File: src/design/edz_pkg.sv
package edz_pkg;

    // floor(p / 125000) = (p[31:3] * DIV_RECIP) >> DIV_SHIFT, exact for any 32-bit p
    localparam logic [29:0] DIV_RECIP = 30'd562949954;
    localparam int unsigned DIV_SHIFT = 43;

    localparam logic [15:0] SPEED_RESET = 16'd34350;
    localparam logic [13:0] D16_MAX = 14'h3FFF;
    localparam logic [7:0] DUTY_MAX = 8'd250;
    localparam logic [13:0] NEAR_16 = 14'd800;
    localparam logic [13:0] EDGE1_16 = 14'd2400;
    localparam logic [13:0] EDGE2_16 = 14'd4000;
    localparam logic [13:0] EDGE3_16 = 14'd5600;

    localparam logic [2:0] SECTION_NONE = 3'd0;
    localparam logic [2:0] ZONE_NEAR = 3'd1;
    localparam logic [2:0] ZONE_MID = 3'd2;
    localparam logic [2:0] ZONE_OUTER = 3'd3;
    localparam logic [2:0] ZONE_FAR = 3'd4;

    typedef struct packed {
        logic        side;
        logic        new_burst;
        logic [15:0] echo_time_us;
    } edz_in_t;

    typedef struct packed {
        logic [2:0]  section;
        logic        drive_valid;
        logic [2:0]  drive_channel;
        logic [7:0]  drive_duty;
        logic [7:0]  release_mask;
        logic [13:0] distance_sixteenths;
    } edz_out_t;

    typedef struct packed {
        logic        side;
        logic        new_burst;
        logic        no_echo;
        logic [13:0] d16;
    } edz_qitem_t;

    typedef enum logic [1:0] {
        FR_IDLE,
        FR_MUL,
        FR_DIV,
        FR_DONE
    } edz_front_state_t;

    function automatic logic [2:0] zone_of(input logic [13:0] d16);
        logic [2:0] z;
        if (d16 < EDGE1_16)
            z = ZONE_NEAR;
        else if (d16 < EDGE2_16)
            z = ZONE_MID;
        else if (d16 < EDGE3_16)
            z = ZONE_OUTER;
        else
            z = ZONE_FAR;
        return z;
    endfunction

    function automatic logic [2:0] channel_of(input logic side, input logic [2:0] zone);
        logic [2:0] c;
        if (side)
            c = 3'd3 + zone;
        else
            c = 3'd4 - zone;
        return c;
    endfunction

endpackage

File: src/design/edz_front.sv
module edz_front #(
    parameter int unsigned MAX_ECHO_US = 45000
) (
    input  logic                clk,
    input  logic                rst_n,
    input  logic                in_valid,
    output logic                in_ready,
    input  edz_pkg::edz_in_t    in_data,
    input  logic [15:0]         speed,
    output logic                q_valid,
    input  logic                q_ready,
    output edz_pkg::edz_qitem_t q_data
);
    import edz_pkg::*;

    edz_front_state_t state_reg, state_next;
    logic        side_reg, side_next;
    logic        burst_reg, burst_next;
    logic [15:0] time_reg, time_next;
    logic [31:0] prod_reg, prod_next;
    logic [15:0] quo_reg, quo_next;

    logic [31:0] product;
    logic [58:0] recip_prod;

    assign product = {16'b0, speed} * {16'b0, time_reg};
    // 125000 = 8 * 15625: drop three bits, then multiply by the reciprocal of 15625
    assign recip_prod = {30'b0, prod_reg[31:3]} * {29'b0, DIV_RECIP};

    always_comb
    begin
        state_next = state_reg;
        case (state_reg)
            FR_IDLE:
            begin
                if (in_valid)
                    state_next = FR_MUL;
            end
            FR_MUL:
                state_next = FR_DIV;
            FR_DIV:
                state_next = FR_DONE;
            FR_DONE:
            begin
                if (q_ready)
                    state_next = FR_IDLE;
            end
            default:
                state_next = FR_IDLE;
        endcase
    end

    always_comb
    begin
        in_ready = 1'b0;
        q_valid = 1'b0;
        case (state_reg)
            FR_IDLE: in_ready = 1'b1;
            FR_DONE: q_valid = 1'b1;
            default:
            begin
                in_ready = 1'b0;
                q_valid = 1'b0;
            end
        endcase
    end

    always_comb
    begin
        side_next = side_reg;
        burst_next = burst_reg;
        time_next = time_reg;
        prod_next = prod_reg;
        quo_next = quo_reg;
        case (state_reg)
            FR_IDLE:
            begin
                side_next = in_data.side;
                burst_next = in_data.new_burst;
                time_next = in_data.echo_time_us;
            end
            FR_MUL:
                prod_next = product;
            FR_DIV:
                quo_next = recip_prod[DIV_SHIFT +: 16];
            default:
                quo_next = quo_reg;
        endcase
    end

    always_ff @(posedge clk or negedge rst_n)
    begin
        if (!rst_n)
            state_reg <= FR_IDLE;
        else
            state_reg <= state_next;
    end

    always_ff @(posedge clk)
    begin
        side_reg <= side_next;
        burst_reg <= burst_next;
        time_reg <= time_next;
        prod_reg <= prod_next;
        quo_reg <= quo_next;
    end

    assign q_data.side = side_reg;
    assign q_data.new_burst = burst_reg;
    assign q_data.no_echo = ({1'b0, time_reg} >= 17'(MAX_ECHO_US));
    assign q_data.d16 = (|quo_reg[15:14]) ? D16_MAX : quo_reg[13:0];

endmodule

File: src/design/edz_queue.sv
module edz_queue (
    input  logic                clk,
    input  logic                rst_n,
    input  logic                wr_valid,
    output logic                wr_ready,
    input  edz_pkg::edz_qitem_t wr_data,
    output logic                rd_valid,
    input  logic                rd_ready,
    output edz_pkg::edz_qitem_t rd_data
);
    import edz_pkg::*;

    edz_qitem_t  entry_reg [2];
    logic        wr_ptr_reg, wr_ptr_next;
    logic        rd_ptr_reg, rd_ptr_next;
    logic [1:0]  count_reg, count_next;
    logic        push;
    logic        pop;

    assign wr_ready = (count_reg != 2'd2);
    assign rd_valid = (count_reg != 2'd0);
    assign push = wr_valid && wr_ready;
    assign pop = rd_valid && rd_ready;
    assign rd_data = entry_reg[rd_ptr_reg];

    always_comb
    begin
        wr_ptr_next = push ? ~wr_ptr_reg : wr_ptr_reg;
        rd_ptr_next = pop ? ~rd_ptr_reg : rd_ptr_reg;
        count_next = count_reg + {1'b0, push} - {1'b0, pop};
    end

    always_ff @(posedge clk or negedge rst_n)
    begin
        if (!rst_n)
        begin
            wr_ptr_reg <= 1'b0;
            rd_ptr_reg <= 1'b0;
            count_reg <= 2'd0;
        end
        else
        begin
            wr_ptr_reg <= wr_ptr_next;
            rd_ptr_reg <= rd_ptr_next;
            count_reg <= count_next;
        end
    end

    always_ff @(posedge clk)
    begin
        if (push)
            entry_reg[wr_ptr_reg] <= wr_data;
    end

endmodule

File: src/design/edz_back.sv
module edz_back (
    input  logic                clk,
    input  logic                rst_n,
    input  logic                q_valid,
    output logic                q_ready,
    input  edz_pkg::edz_qitem_t q_data,
    output logic                out_valid,
    input  logic                out_ready,
    output edz_pkg::edz_out_t   out_data
);
    import edz_pkg::*;

    logic [2:0] section_reg, section_next;
    logic       out_valid_reg, out_valid_next;
    edz_out_t   out_data_reg, out_data_next;

    logic        pop;
    logic [2:0]  sec0;
    logic [2:0]  zone;
    logic        act;
    logic [13:0] start16;
    logic [13:0] diff;
    logic [16:0] scaled;
    logic [11:0] duty_raw;
    logic [7:0]  duty;
    logic [7:0]  rel;

    assign q_ready = !out_valid_reg || out_ready;
    assign pop = q_valid && q_ready;

    assign sec0 = q_data.new_burst ? SECTION_NONE : section_reg;
    assign zone = zone_of(q_data.d16);
    assign act = !q_data.no_echo && (sec0 < ZONE_FAR) && (zone > sec0);

    always_comb
    begin
        case (zone)
            ZONE_NEAR:  start16 = NEAR_16;
            ZONE_MID:   start16 = EDGE1_16;
            ZONE_OUTER: start16 = EDGE2_16;
            default:    start16 = EDGE3_16;
        endcase
    end

    assign diff = (q_data.d16 < start16) ? 14'd0 : q_data.d16 - start16;
    assign scaled = {1'b0, diff, 2'b00} + {3'b000, diff};
    assign duty_raw = scaled[16:5];
    assign duty = (duty_raw > {4'b0, DUTY_MAX}) ? DUTY_MAX : duty_raw[7:0];

    always_comb
    begin
        rel = '0;
        for (int k = 1; k < 4; k++)
        begin
            if (act && (3'(k) > sec0) && (3'(k) < zone))
                rel[channel_of(q_data.side, 3'(k))] = 1'b1;
        end
    end

    always_comb
    begin
        section_next = section_reg;
        out_valid_next = out_valid_reg;
        out_data_next = out_data_reg;
        if (out_valid_reg && out_ready)
            out_valid_next = 1'b0;
        if (pop)
        begin
            section_next = act ? zone : sec0;
            out_valid_next = 1'b1;
            out_data_next.section = section_next;
            out_data_next.drive_valid = act;
            out_data_next.drive_channel = act ? channel_of(q_data.side, zone) : 3'd0;
            out_data_next.drive_duty = act ? duty : 8'd0;
            out_data_next.release_mask = rel;
            out_data_next.distance_sixteenths = q_data.d16;
        end
    end

    always_ff @(posedge clk or negedge rst_n)
    begin
        if (!rst_n)
        begin
            section_reg <= SECTION_NONE;
            out_valid_reg <= 1'b0;
        end
        else
        begin
            section_reg <= section_next;
            out_valid_reg <= out_valid_next;
        end
    end

    always_ff @(posedge clk)
    begin
        out_data_reg <= out_data_next;
    end

    assign out_valid = out_valid_reg;
    assign out_data = out_data_reg;

endmodule

File: src/design/echo_distance_zone_haptic_driver.sv
// The front part takes one echo at a time through its states: capture, multiply,
// reciprocal multiply for distance = speed * time / 125000, hand-off to queue;
// it accepts the next echo only after the queue has taken the last one.
// Reset (rst_n, async, active low): section 0, sound speed 34350 cm/s,
// queue and output register empty.
module echo_distance_zone_haptic_driver #(
    parameter int unsigned MAX_ECHO_US = 45000
) (
    input  logic              clk,
    input  logic              rst_n,
    input  logic              in_valid,
    output logic              in_ready,
    input  edz_pkg::edz_in_t  in_data,
    output logic              out_valid,
    input  logic              out_ready,
    output edz_pkg::edz_out_t out_data,
    input  logic              cfg_we,
    input  logic [15:0]       cfg_wdata
);
    import edz_pkg::*;

    logic [15:0] speed_reg, speed_next;
    logic        fq_valid, fq_ready;
    edz_qitem_t  fq_data;
    logic        qb_valid, qb_ready;
    edz_qitem_t  qb_data;

    assign speed_next = cfg_we ? cfg_wdata : speed_reg;

    always_ff @(posedge clk or negedge rst_n)
    begin
        if (!rst_n)
            speed_reg <= SPEED_RESET;
        else
            speed_reg <= speed_next;
    end

    edz_front #(
        .MAX_ECHO_US(MAX_ECHO_US)
    ) u_front (
        .clk      (clk),
        .rst_n    (rst_n),
        .in_valid (in_valid),
        .in_ready (in_ready),
        .in_data  (in_data),
        .speed    (speed_reg),
        .q_valid  (fq_valid),
        .q_ready  (fq_ready),
        .q_data   (fq_data)
    );

    edz_queue u_queue (
        .clk      (clk),
        .rst_n    (rst_n),
        .wr_valid (fq_valid),
        .wr_ready (fq_ready),
        .wr_data  (fq_data),
        .rd_valid (qb_valid),
        .rd_ready (qb_ready),
        .rd_data  (qb_data)
    );

    edz_back u_back (
        .clk       (clk),
        .rst_n     (rst_n),
        .q_valid   (qb_valid),
        .q_ready   (qb_ready),
        .q_data    (qb_data),
        .out_valid (out_valid),
        .out_ready (out_ready),
        .out_data  (out_data)
    );

    a_section_range: assert property (@(posedge clk) disable iff (!rst_n)
        out_valid |-> out_data.section <= ZONE_FAR)
        else $error("section out of range");

    a_idle_drive_zero: assert property (@(posedge clk) disable iff (!rst_n)
        (out_valid && !out_data.drive_valid) |->
            (out_data.drive_channel == 3'd0 && out_data.drive_duty == 8'd0 &&
             out_data.release_mask == 8'd0))
        else $error("payload set without drive");

    a_drive_not_released: assert property (@(posedge clk) disable iff (!rst_n)
        (out_valid && out_data.drive_valid) |->
            (!out_data.release_mask[out_data.drive_channel] &&
             out_data.drive_duty <= DUTY_MAX && out_data.section != SECTION_NONE))
        else $error("driven channel inconsistent");

endmodule

File: config.mk
export PLATFORM = sky130hd
export DESIGN_NAME = echo_distance_zone_haptic_driver
export DESIGN_NICKNAME = d
export VERILOG_FILES = /design/src/design/edz_pkg.sv /design/src/design/edz_front.sv /design/src/design/edz_queue.sv /design/src/design/edz_back.sv /design/src/design/echo_distance_zone_haptic_driver.sv
export SDC_FILE = /design/constraint.sdc
export NUM_CORES = 2
export LEC_CHECK = 0
export ABC_CLOCK_PERIOD_IN_PS = 7690
export BUFFER_PORTS_ARGS = -buffer_cell sky130_fd_sc_hd__buf_2
export CORE_MARGIN = 10
export CORE_UTILIZATION = 55
export CTS_BUF_LIST = sky130_fd_sc_hd__clkbuf_2
export DETAILED_ROUTE_END_ITERATION = 12
export MAX_ROUTING_LAYER = met4
export PLACE_DENSITY = 0.75
export SYNTH_ARGS = -nofsm -noshare
export SYNTH_HDL_FRONTEND = slang
export SYNTH_HIERARCHICAL = 1
export SYNTH_SLANG_ARGS = --single-unit
export TNS_END_PERCENT = 10
File: constraint.sdc
create_clock -name clk -period 7.69 [get_ports clk]
set_input_delay 1.1535 -clock clk [delete_from_list [all_inputs] [get_ports clk]]
set_output_delay 1.1535 -clock clk [all_outputs]
set_load 0.01 [all_outputs]
# [After elaboration in Yosys (flattened, before gate mapping)]
# Memories as Yosys holds them, arrays and structs flattened.
# Cells that the tools add are included.
[totals] reg_bits=129 ram_bits=34 inputBits=39 output_inout_bits=39 word_cells=119 memories=1
[classes] n_addsub=6 n_mul=2 magnitude_cmp=20 n_eq_ne=9 n_mux=34 n_bitwise=5 n_reduce_logical=23
[memory_table] memory="u_queue.entry_reg" words=2 width=17 read_ports=1 rd_clocked_by_memory_dff=0 write_ports=1 line="edz_queue.sv:13" text="edz_qitem_t entry_reg [2];"
[op_table] cell="$mul A29 B29 Y58 const B" count=1
[op_table] cell="$pmux W13 S3" count=1
[op_table] cell="$mux W3" count=12
[op_table] cell="$mul A16 B16 Y32" count=1
[op_table] cell="$mux W8" count=4
[op_table] cell="$lt A14 B12 Y1 const B" count=2
[op_table] cell="$mux W14" count=2
[op_table] cell="$add A16 B14 Y17" count=1
[op_table] cell="$ge A16 B16 Y1 const B" count=1
[op_table] cell="$or A8 B8 Y8" count=2
[op_table] cell="$logic_and A1 B1 Y1" count=14
[op_table] cell="$lt A14 B13 Y1" count=1
[op_table] cell="$lt A14 B13 Y1 const B" count=1
[op_table] cell="$sub A14 B13 Y14" count=1
[op_table] cell="$gt A12 B8 Y1 const B" count=1
[op_table] cell="$lt A3 B4 Y1 const B" count=3
[op_table] cell="$demux W1 S3" count=3
[op_table] cell="$ge A3 B1 Y1 const B" count=3
[op_table] cell="$mux W1" count=9
[op_table] cell="$pmux W2 S4" count=1
[op_table] cell="$eq A3 B2 Y1 const B" count=2
[op_table] cell="$gt A2 B3 Y1 const A" count=2
[op_table] cell="$lt A2 B3 Y1 const A" count=2
[op_table] cell="$eq A2 B2 Y1 const B" count=2
[op_table] cell="other kinds (20)" count=27

# [Logic depth before layout (Yosys ltp)]
# An unclocked memory read counts as a cell.
[logic_depth] depth_word=19 mapped_depth=31 ltp_nobuf=26

# [By module]
# Netlist, hierarchy kept.
[by_module_without_submodules] mod="edz_front" n_inst=1 cells_per_inst=2490 area_each_um2=24681.2
[by_module_without_submodules] mod="edz_back" n_inst=1 cells_per_inst=306 area_each_um2=3005.4
[by_module_without_submodules] mod="edz_queue" n_inst=1 cells_per_inst=70 area_each_um2=1433.9
[by_module_without_submodules] mod="echo_distance_zone_haptic_driver" n_inst=1 cells_per_inst=34 area_each_um2=658.1

# [Worst setup path after synthesis]
# Ideal clock, no wire load.
[synth_timing] kind="flip-flop to flip-flop" from="reg u_front.prod_reg[20]" to="reg u_front.quo_reg[13], data pin" setup_ps=256 arrival_time_ps=6925 path_slack_ps=509 stages_incl_launch_ff=24 cell_sequence="edfxtp_1 > inv_1 > fa_1 > inv_1 > fa_1 > inv_1 > fa_1 > fa_1 > inv_1 > fa_1 > fa_1 > fa_1 > inv_1 > fa_1 > inv_1 > ha_1 > nand4_1 > or4_1 > or3_1 > clkinv_1 > a2111oi_2 > o31ai_4 > nand4_1 > and4_1"
[synth_via] elab_chain_len=1
[synth_lines] element="start: declaration" line="edz_front.sv:20" text="logic [31:0] prod_reg, prod_next;"
[synth_lines] element="start signal: assignment" line="edz_front.sv:104" text="prod_reg <= prod_next;"
[synth_lines] element="$mul A29 B29 Y58" line="edz_front.sv:28" text="assign recip_prod = {30'b0, prod_reg[31:3]} * {29'b0, DIV_RECIP};"
[synth_lines] element="net u_front.recip_prod[56]" line="edz_front.sv:24" text="logic [58:0] recip_prod;"
[synth_lines] element="end signal: assignment" line="edz_front.sv:105" text="quo_reg <= quo_next;"
[synth_lines] element="end: declaration" line="edz_front.sv:21" text="logic [15:0] quo_reg, quo_next;"
# The timed path passes the listed nets, and every way through them passes these cells.
# A chain may end at the register's enable or synchronous reset.

# [Worst setup path after layout]
[layout_timing] from="reg u_front.prod_reg[23]" to="reg u_front.quo_reg[13], data pin"
# The elaborated chain is that of the path after synthesis.

==> flow_summary.toml <==
[floorplanning]
die-area_um2 = 63800
start_util_pct = 55.4
rows = 85
core_area_um2 = 53700
pin_count = 78
die_w_um = 253
die_y_um = 253

[sta]
relSlewSlack_pct = 41.0
final_max_slew_viol_count = 0
worst_slew_pin_slew_ns = 0.884
clock_skew_ns = 0.0422
rsz0062_at_grt = "true"
fin_setup_tns_ns = 0
fmax_mhz = 135
min_period_over_period_pct = 96.6
hold_viol_final = 0
setup_viol = 0
layout_min_cycle_time_ns = 7.43

[grt]
grt_use_total_pct = 24.1
first_global_vias = 22345
antenna_found_initial = 2
grt_max_degree = 39
grt_first_pass_wirelength_mm = 118
gr-total-overflow = 0

[critical_path]
worstPathRequired_ns = 8.37
crit_path_end_kind = "flip-flop"
cp_slowest_cell = "fa_1"
startpoint = "u_front/prod_reg[23]$_DFFE_PN_"
crit_top_cell = "fa_1"
startpoint_type = "flip-flop"
critPathKind = "flip-flop to flip-flop"
slowest_delay_ns = 0.55
cp_data_arrival_time_ns = 8.11
critPathMaxFanout = 5
r2r-start = "u_front/prod_reg[23]$_DFFE_PN_"

[yosys]
synthTopCellsByArea = "fa_1 34%, ha_1 20%, edfxtp_1 13%"
synth_area_um2 = 29800
syn_avg_cell_area_um2 = 10.3
ys_seq_elements = 158
yosysWarnings = 6
synth.distinct_cells = 84
async_flop_share_pct = 16.5
yosysTopAreaCell = "fa_1"
synth_edf_count = 132
synth-seq-area-share_pct = 15.5
syn_inst = 2900
ys.flop_type = "edfxtp_1"
synth_top_cell_area_share_pct = 34.1

[final_layout]
fin_nets = 4039
finalNonFillerCells = 3725
layout-drive-gt1-share_pct = 8.72
largest_reg_flops = 35
final_cell_area_um2 = 31600
area_delta_synth_final_pct = 6.12

[route]
ant_nets = 0
viasPerCell = 5.51
wire_per_inst_um = 19.4
dr.first_iter.drc_count = 1226
vias = 20523
drc_errors = 0
drt_pass1_iterations = 6
wl_mm = 72.3

[clocking]
clockBufferDepth = 2
htree_num_levels = 4
cts_tree = "built"
ctsHoldBuffers = 0
cts_buffers = 17
path_clk_slew_ns = 0.29
clk-insertion-delay-late_ns = 0.87
clkSinkCount = 158
clockRootBuffer = "clkbuf_2"

[place]
dpl.hpwl_mm = 61.2
placed_area_um2 = 31300
globalplace.congestion = 1.01
dpl.cell_count = 3685
portBuffers = 75

[min_path]
hp-class = "primary input to asynchronous set/reset pin"

[outcome]
status = "finished, final reports clean"

[flow_run]
max_cap_viol_count = 0
[metal layers]
layer  part of all wire (%)  vias to the layer above  global-route usage [%]
met3                    5.5                      118                    3.29
met5                      0                        -                       -
met2                     50                      625                    40.1
li1                       -                     9406                       -
met1                     42                    10374                    30.6
met4                    2.5                        0                    6.60
[cells by family (layout without fill, tap and decap cells)]
| group | after synthesis | count (layout) | share of synthesized area, % |
|---|---|---|---|
| flops | 158 | 158 | 15.5 |
| other cells | 1 | 4 | 0.0126 |
| buf+inv | 800 | 926 | 10.3 |
| fa+ha+maj | 988 | 988 | 54.3 |
| xor+xnor | 85 | 85 | 2.50 |
| simple gates | 528 | 528 | 9.03 |
| mux | 40 | 40 | 1.63 |
| compound gates | 300 | 300 | 6.70 |
[final cells by class]
cell class,instances,area (um^2)
Antenna cell,2,5.00
Tap cell,696,871
Fill cell,4417,22100
Clock inverter,15,170
Inverter,742,2790
Sequential cell,158,4620
Multi-Input combinational cell,1943,22100
Timing Repair Buffer,152,957
Clock buffer,17,85.1
[placed cells by master (no fill, tap or decap), drive strengths merged, types with 6 or more instances in the layout]
master     n
o211ai    11
o21ai     56
o21bai    17
clkinv     6
and3       9
nand4     17
buf      152
a31oi     17
a2111oi    6
or3       19
nor3      16
edfxtp   132
xnor2     59
mux2      37
dfstp      7
nand2b    17
a21o      38
a211oi     9
nor2      54
ha       479
nand2    204
and4       6
dfrtp     19
fa       507
inv      749
o21a       9
nand3     25
nor2b     14
or2        6
xor2      26
clkbuf    17
a21oi     98
and2     120
nor4       7
[synth_stat cells (23+ instances only)]
cell	n
inv_1	741
fa_1	507
ha_1	479
nand2_1	204
edfxtp_1	132
and2_1	119
a21oi_1	96
xnor2_1	59
nor2_1	54
clkbuf_1	45
a21o_1	38
o21ai_0	30
mux2_2	26
xor2_1	26
nand3_1	24
o21ai_1	23
[per-stage QoR]
step                      util (%)  worst slack, ns  hold WS (ns)
after floorplan                  -            0.509         0.461
after CTS                     58.7           0.0958         0.173
final                         58.8            0.264         0.246
after global placement        58.2            0.212         0.437
after global routing          58.8          -0.0471         0.172
after detailed placement      58.2            0.144         0.431
[final timing paths]
check	to	slack [ns]	cells after the start
max	u_front/quo_reg[13]$_DFFE_PP_	0.26	25
min	u_front/state_reg[0]$_DFFE_PN0P_	0.25	1
max reg2reg	u_front/quo_reg[13]$_DFFE_PP_	0.26	25
min reg2reg	u_queue/entry_reg[1][15]$_DFFE_PP_	0.49	0
max in group asynchronous	u_queue/rd_ptr_reg$_DFFE_PN0P_	7.00	1
min in group clk	u_front/time_reg[5]$_DFFE_PP_	0.44	1
[timing repair]
| item | 4_1_cts | 5_1_grt |
|---|---|---|
| endpoints found under the hold margin | 0 | 0 |
| endpoints found under the setup margin | 0 | 16 |
| buffers inserted | 0 | 6 |
| resized for setup | 0 | 12 |
[critical path: cells and delay by family (launching register included)]
kind,cells,cell delay [ns]
AO/OA/AOI/OAI,2,0.27
adder cells (fa/ha/maj),9,4.35
buffers and inverters,9,0.76
flip-flops,1,0.54
AND/OR/NAND/NOR,5,1.33
Power is not shown: default switching activity piles up to over one toggle a cycle in this logic, so the estimate is an artifact.
